[src/rtl/plts_pkg.sv]
// Package for the partitioned LRU tag store: action codes, controller state and command types.
package plts_pkg;

  localparam int ActionW = 3;
  localparam int SetIdxW = 8;
  localparam int TagInW  = 18;
  localparam int WayInW  = 2;

  localparam logic [ActionW-1:0] ACT_ACCESS     = 3'd0;
  localparam logic [ActionW-1:0] ACT_PROBE      = 3'd1;
  localparam logic [ActionW-1:0] ACT_VICTIM     = 3'd2;
  localparam logic [ActionW-1:0] ACT_INSERT     = 3'd3;
  localparam logic [ActionW-1:0] ACT_INVALIDATE = 3'd4;

  typedef enum logic [2:0] {
    ST_INIT,
    ST_IDLE,
    ST_DIV,
    ST_READ,
    ST_EXEC
  } ctrl_state_e;

  typedef struct packed {
    logic init_wr;
    logic req_load;
    logic quot_load;
    logic ram_rd;
    logic exec;
  } ctrl_cmd_t;

  typedef struct packed {
    logic init_last;
    logic out_free;
  } ctrl_sts_t;

endpackage

[src/rtl/plts_ctrl.sv]
// Controller state machine for the partitioned LRU tag store.
module plts_ctrl (
  input  logic                clk_i,
  input  logic                rst_ni,
  input  logic                in_valid_i,
  output logic                in_stall_o,
  input  plts_pkg::ctrl_sts_t sts_i,
  output plts_pkg::ctrl_cmd_t cmd_o
);
  import plts_pkg::*;

  ctrl_state_e state_q, state_d;

  // State register
  always_ff @(posedge clk_i or negedge rst_ni) begin
    if (!rst_ni) begin
      state_q <= ST_INIT;
    end else begin
      state_q <= state_d;
    end
  end

  // Next state and commands
  always_comb begin
    state_d    = state_q;
    cmd_o      = '0;
    in_stall_o = 1'b1;
    unique case (state_q)
      ST_INIT: begin
        cmd_o.init_wr = 1'b1;
        if (sts_i.init_last) begin
          state_d = ST_IDLE;
        end
      end
      ST_IDLE: begin
        in_stall_o = 1'b0;
        if (in_valid_i) begin
          cmd_o.req_load = 1'b1;
          state_d        = ST_DIV;
        end
      end
      ST_DIV: begin
        cmd_o.quot_load = 1'b1;
        state_d         = ST_READ;
      end
      ST_READ: begin
        cmd_o.ram_rd = 1'b1;
        state_d      = ST_EXEC;
      end
      ST_EXEC: begin
        if (sts_i.out_free) begin
          cmd_o.exec = 1'b1;
          state_d    = ST_IDLE;
        end
      end
      default: begin
        state_d = ST_INIT;
      end
    endcase
  end

endmodule

[config.mk]
export PLATFORM = sky130hd
export DESIGN_NAME = plts_ctrl
export DESIGN_NICKNAME = d
export VERILOG_FILES = /design/src/rtl/plts_pkg.sv /design/src/rtl/plts_ctrl.sv
export SDC_FILE = /design/constraint.sdc
export NUM_CORES = 1
export LEC_CHECK = 0
export BUFFER_PORTS_ARGS = -buffer_cell sky130_fd_sc_hd__buf_4
export CORE_AREA = 3 3 40 42
export DETAILED_ROUTE_END_ITERATION = 7
export DIE_AREA = 0 0 43 45
export PLACE_DENSITY = 0.37
export SETUP_SLACK_MARGIN = 0.15
export SLEW_MARGIN = 5
export SYNTH_ARGS = -nofsm -noshare
export SYNTH_HDL_FRONTEND = slang
export SYNTH_SLANG_ARGS = --single-unit
[constraint.sdc]
create_clock -name clk_i -period 1.39 [get_ports clk_i]
set_input_delay 0.2085 -clock clk_i [delete_from_list [all_inputs] [get_ports clk_i]]
set_output_delay 0.2085 -clock clk_i [all_outputs]
set_load 0.02 [all_outputs]
==> results of run 1 <==
## path summary, 6_finish.rpt
path                            slack (ns)                    from                endpoint
worst max-delay path                  0.07  state_q[2]$_DFFE_PN0P_                cmd_o[3]
worst min-delay path                  0.17                sts_i[0]  state_q[2]$_DFFE_PN0P_
worst max register to register        0.17  state_q[1]$_DFFE_PN0P_  state_q[2]$_DFFE_PN0P_
worst min register to register        0.56  state_q[2]$_DFFE_PN0P_  state_q[1]$_DFFE_PN0P_
max in group asynchronous             0.98                  rst_ni  state_q[2]$_DFFE_PN0P_
min in group asynchronous             0.31                  rst_ni  state_q[0]$_DFFE_PN0P_
## layout make-up
cell class	count	area share, %
Inverter	1	0.929
Sequential cell	3	19.5
Multi-Input combinational cell	16	31.6
Tap cell	15	4.64
Clock buffer	4	6.50
Timing Repair Buffer	17	36.8
## power by group
group	internal, mW	leakage (nW)	switching (mW)	total (mW)
logic	0.356	0.139	0.249	0.605
registers	0.136	0.0344	0.104	0.240
clock network	0.107	0.0150	0.0437	0.151
total	0.599	0.189	0.397	0.996
## stage by stage
stage                     hold slack, ns  cell area (um^2)  cells
after CTS                          0.167               390     56
after detailed placement        0.000337               275     45
after global routing               0.185               404     56
final                              0.172               404     56
after floorplan                  -0.0871               186     21
after global placement          0.000689               275     45
## kinds of logic (layout without fill, tap and decap cells)
family	after synthesis	after routing	synth area share, %
AO/OA/AOI/OAI	2	2	9.53
flip-flops	3	3	40.8
AND/OR/NAND/NOR	13	13	38.8
multiplexers	1	1	6.12
buffers and inverters	2	22	4.76
## metal layers
layer,track usage (%),vias to the layer above,part of all wire [%]
met5,0,-,0
met4,5.42,0,0
met3,2.79,0,5.0
met2,9.88,3,59
met1,5.10,99,36
li1,-,111,-
## synth_stat cells, drive strengths merged
library cell | instances | area share [%]
a311o | 1 | 5.4
and3 | 1 | 6.1
and3b | 1 | 5.4
buf | 1 | 2.7
dfrtp | 3 | 41
inv | 1 | 2.0
mux2 | 1 | 6.1
nand2 | 3 | 6.1
nor2 | 5 | 12
nor3 | 2 | 5.4
nor3b | 1 | 4.1
o21bai | 1 | 4.1
## placed cells by master (no fill, tap or decap), types with 2 or more instances in the layout
cell / synthesis / final
nor2_4: 0 / 2
buf_6: 0 / 5
nand2_1: 3 / 2
dfrtp_2: 0 / 3
clkbuf_4: 0 / 3
nor2_1: 4 / 2
buf_4: 0 / 11
## timing repair
action | CTS | global route
setup buffers | 6 | 0
hold buffers | 1 | 0
endpoints found under the setup margin | 6 | 8
pin swaps | 5 | 2
resized for setup | 11 | 3
endpoints found under the hold margin | 3 | 0
==> flow_metrics.py, run 1 <==
metrics = {
    "critical_path": {
        "cp_num_cells": 4,
        "slowest_delay_ns": 0.46,
        "reg2reg_depth": 7,
        "crit_path_top_delay_cell": "dfrtp_2",
        "timing.critical_path.max_delay_family": "flip-flops",
        "critPathMaxFanout": 8,
        "cp-end-kind": "output pin",
        "cp-start-kind": "flip-flop",
        "worstPathRequired_ns": 1.18,
        "crit_chain": "nor2_4, nand2_2, nor2_2, buf_6",
        "criticalPathCategory": "flip-flop to output pin",
        "arrival_ns": 1.11,
        "critPathBufInv": 1,
    },
    "layout": {
        "diodes": 0,
        "multi_input_area_um2": 128,
        "top_regs": "state_q (3)",
        "final_nets": 47,
        "register_area_um2": 78.8,
        "fillers": 136,
        "final_util_pct": 31.5,
        "regMostFlops": "state_q",
        "drive_gt1_share_pct": 75.6,
        "largest_reg_flops": 3,
        "area_growth_pct": 120,
    },
    "grt": {
        "grt-ovfl-total": 0,
        "grt.total_usage_pct": 5.84,
        "grt_pass1_wl_um": 786,
        "grt_max_degree": 9,
        "antenna_found_initial": 0,
        "grt_pass1_vias": 213,
    },
    "logic_synthesis": {
        "syn_inst": 21,
        "ys_seq_area_share_pct": 40.8,
        "yosys_register_bits": 3,
        "yosys_warnings": 0,
        "avgSynthCellArea_um2": 8.76,
        "synth_cell_types": 13,
        "synth_area_um2": 184,
        "synthesis.nets": 26,
    },
    "placed_design": {
        "dpl.hpwl_um": 349,
        "io_buffers": 10,
        "globalplace.congestion": 0.699,
        "pre_cts_slack_ns": 0.251,
    },
    "hold_path": {
        "hold_class": "input pin to flip-flop",
        "whs_path_depth": 2,
    },
    "sta": {
        "setup_viol": 0,
        "finClkSkew_ns": 0.000329,
        "finalMaxSlewViolations": 0,
        "max_freq_mhz": 758,
        "min_period_over_period_pct": 95.0,
        "post-route-min-period_ns": 1.32,
        "fin_ws_ns": 0.0700,
        "setup-tns-final_ns": 0,
        "rsz0062_at_grt": "yes",
        "slew_headroom_pct": 87.2,
        "worst_slew_pin_slew_ns": 0.193,
        "hold_viol": 0,
    },
    "clock_tree": {
        "htreeDepth": 1,
        "max-clock-path-buffers": 2,
        "clock-sinks": 3,
        "numCtsBuffers": 3,
        "clk_pin_slew_worst_paths_ns": 0.04,
        "tritoncts": "done",
        "cts-root-buf": "clkbuf_4",
        "clock_latency_ns": 0.23,
    },
    "power": {
        "p_leak_nw": 0.189,
        "powerDensity_nw_per_um2": 2460,
        "peakVddDrop_v": 0.000891,
        "power.total_mw": 0.996,
    },
    "detailed_routing": {
        "drt_iter0_drc": 1,
        "avgViaCountPerCell": 3.80,
        "antenna_left": 0,
        "drc_errors": 0,
        "wire_per_inst_um": 9.70,
        "via_count": 213,
        "wl_um": 543,
        "drtPass1Iterations": 4,
    },
    "die": {
        "die_area_um2": 1940,
        "io_pins": 11,
        "core_um2": 1280,
        "start_util_pct": 14.3,
        "row_count": 13,
        "die_h_um": 45,
        "die_x_um": 43,
    },
    "outcome": {
        "status": "finished clean",
    },
    "job": {
        "maxCapViolations": 0,
    },
}
(Power assumes the default switching activity.)
==> run 2, diff against run 1 <==
--- a/config.mk
+++ b/config.mk
@@ -7,9 +7,10 @@
 export LEC_CHECK = 0
 export BUFFER_PORTS_ARGS = -buffer_cell sky130_fd_sc_hd__buf_4
 export CORE_AREA = 3 3 40 42
+export CTS_CLUSTER_DIAMETER = 80
 export DETAILED_ROUTE_END_ITERATION = 7
 export DIE_AREA = 0 0 43 45
-export PLACE_DENSITY = 0.37
+export PLACE_DENSITY = 0.31
 export SETUP_SLACK_MARGIN = 0.15
 export SLEW_MARGIN = 5
 export SYNTH_ARGS = -nofsm -noshare
==> run 2 against run 1 <==
Compared with the run above: utilization down 0.097 points; worst hold slack better by 0.0089 ns; critical endpoint unchanged; clock-buffer cell count unchanged; sequential cell count unchanged; register-to-register slack better by 0.04 ns; sequential power about the same; final cell count unchanged; largest cell class unchanged; setup slack worse by 0.019 ns; highest routed layer unchanged.
==> flow_metrics.py, run 2 (synthesis gave the netlist of run 1 again) <==
metrics = {
    "grt": {
        "antenna_found_initial": 0,
        "grt_max_degree": 9,
        "grt_pass1_wl_um": 814,
        "grt-ovfl-total": 0,
        "grt.total_usage_pct": 5.75,
        "grt_pass1_vias": 211,
    },
    "critical_path": {
        "timing.critical_path.max_delay_family": "flip-flops",
        "r2r_slack_ns": 0.21,
        "critPathBufInv": 1,
        "cp-end-kind": "output pin",
        "crit_path_top_delay_cell": "dfrtp_2",
        "rr_endpoint": "state_q[0]$_DFFE_PN0P_",
        "arrival_ns": 1.13,
        "r2r-start": "state_q[1]$_DFFE_PN0P_",
        "criticalPathCategory": "flip-flop to output pin",
        "slowest_delay_ns": 0.47,
        "crit_chain": "nor2_4, nand2_2, nor2_2, buf_4",
        "critPathMaxFanout": 8,
        "cp-start-kind": "flip-flop",
        "worstPathRequired_ns": 1.18,
        "reg2reg_depth": 4,
    },
    "sta": {
        "post-route-min-period_ns": 1.34,
        "finalMaxSlewViolations": 0,
        "rsz0062_at_grt": "yes",
        "whs_ns": 0.181,
        "finClkSkew_ns": 0.00205,
        "worst_slew_pin_slew_ns": 0.186,
        "min_period_over_period_pct": 96.3,
        "setup-tns-final_ns": 0,
        "max_freq_mhz": 747,
        "setup_viol": 0,
        "slew_headroom_pct": 87.6,
        "fin_ws_ns": 0.0512,
        "hold_viol": 0,
    },
    "layout": {
        "final_nets": 47,
        "diodes": 0,
        "regMostFlops": "state_q",
        "multi_input_area_um2": 130,
        "fin_cells": 56,
        "drive_gt1_share_pct": 78.0,
        "top_regs": "state_q (3)",
        "mostFrequentLayoutCells": "buf_4, buf_6, clkbuf_4, dfrtp_2",
        "area_growth_pct": 119,
        "layout_commonest_cell": "buf_4",
        "largest_reg_flops": 3,
        "register_area_um2": 78.8,
        "fillers": 146,
    },
    "clock_tree": {
        "cts-root-buf": "clkbuf_4",
        "clock-sinks": 3,
        "clock_latency_ns": 0.23,
        "tritoncts": "done",
        "max-clock-path-buffers": 2,
        "htreeDepth": 1,
        "numCtsBuffers": 3,
        "clk_pin_slew_worst_paths_ns": 0.04,
    },
    "die": {
        "io_pins": 11,
        "die_h_um": 45,
        "die_area_um2": 1940,
        "core_um2": 1280,
        "start_util_pct": 14.3,
        "die_x_um": 43,
        "row_count": 13,
    },
    "job": {
        "maxCapViolations": 0,
    },
    "detailed_routing": {
        "avgViaCountPerCell": 3.79,
        "wire_per_inst_um": 9.14,
        "drtPass1Iterations": 1,
        "wl_um": 512,
        "via_count": 212,
        "antenna_left": 0,
        "drc_errors": 0,
        "drt_iter0_drc": 0,
    },
    "power": {
        "powerDensity_nw_per_um2": 2400,
        "power.total_mw": 0.969,
        "p_leak_nw": 0.187,
        "peakVddDrop_v": 0.000687,
    },
    "hold_path": {
        "hold_end": "state_q[2]$_DFFE_PN0P_",
        "hp-start": "sts_i[0]",
        "whs_path_depth": 2,
        "hold_class": "input pin to flip-flop",
    },
    "placed_design": {
        "dpl.hpwl_um": 349,
        "globalplace.congestion": 0.606,
        "pre_cts_slack_ns": 0.240,
        "io_buffers": 10,
        "dp_cells": 45,
    },
    "outcome": {
        "status": "finished clean",
    },
}
==> run 2: how the worst max path moves through the flow <==
stage | start | endpoint | slack, ns | cells past startpoint
CTS | state_q[1]$_DFFE_PN0P_ | cmd_o[3] | 0.07 | 4
global placement | state_q[0]$_DFFE_PN0P_ | state_q[0]$_DFFE_PN0P_ | 0.24 | 3
global route | state_q[2]$_DFFE_PN0P_ | cmd_o[3] | 0.001 | 4
finish | state_q[2]$_DFFE_PN0P_ | cmd_o[3] | 0.05 | 4
detailed placement | state_q[0]$_DFFE_PN0P_ | state_q[0]$_DFFE_PN0P_ | 0.24 | 3
floorplan | state_q[0]$_DFFE_PN0P_ | cmd_o[2] | 0.16 | 2
==> run 2: layer usage <==
metal  global-route usage (%)  share of wire, %
met1                     5.57                39
met2                     9.88                52
met3                     1.59               8.4
met4                     5.42                 0
met5                        0                 0
==> run 2: per-stage QoR <==
step | util, % | instance area (um^2)
after floorplan | - | 186
after global routing | 31.4 | 403
after CTS | 29.1 | 374
final | 31.4 | 403
after global placement | 21.4 | 275
after detailed placement | 21.4 | 275
==> run 2: what timing repair did <==
item | 4_1_cts | 5_1_grt
endpoints found under the hold margin | 3 | 0
hold buffers | 1 | 0
setup buffers | 5 | 1
endpoints found under the setup margin | 6 | 7
pin swaps | 3 | 4
gates resized for setup | 9 | 5
==> run 2: layout make-up <==
type / instances / area share (%)
clock buffer: 4 / 6.52
inverter: 1 / 0.932
multi-input combinational: 16 / 32.3
sequential: 3 / 19.6
tap: 15 / 4.66
timing repair buffer: 17 / 36.0
==> run 2: report_power, final <==
group	internal (mW)	switching (mW)
Combinational	0.334	0.239
Sequential	0.136	0.107
Clock	0.108	0.0451
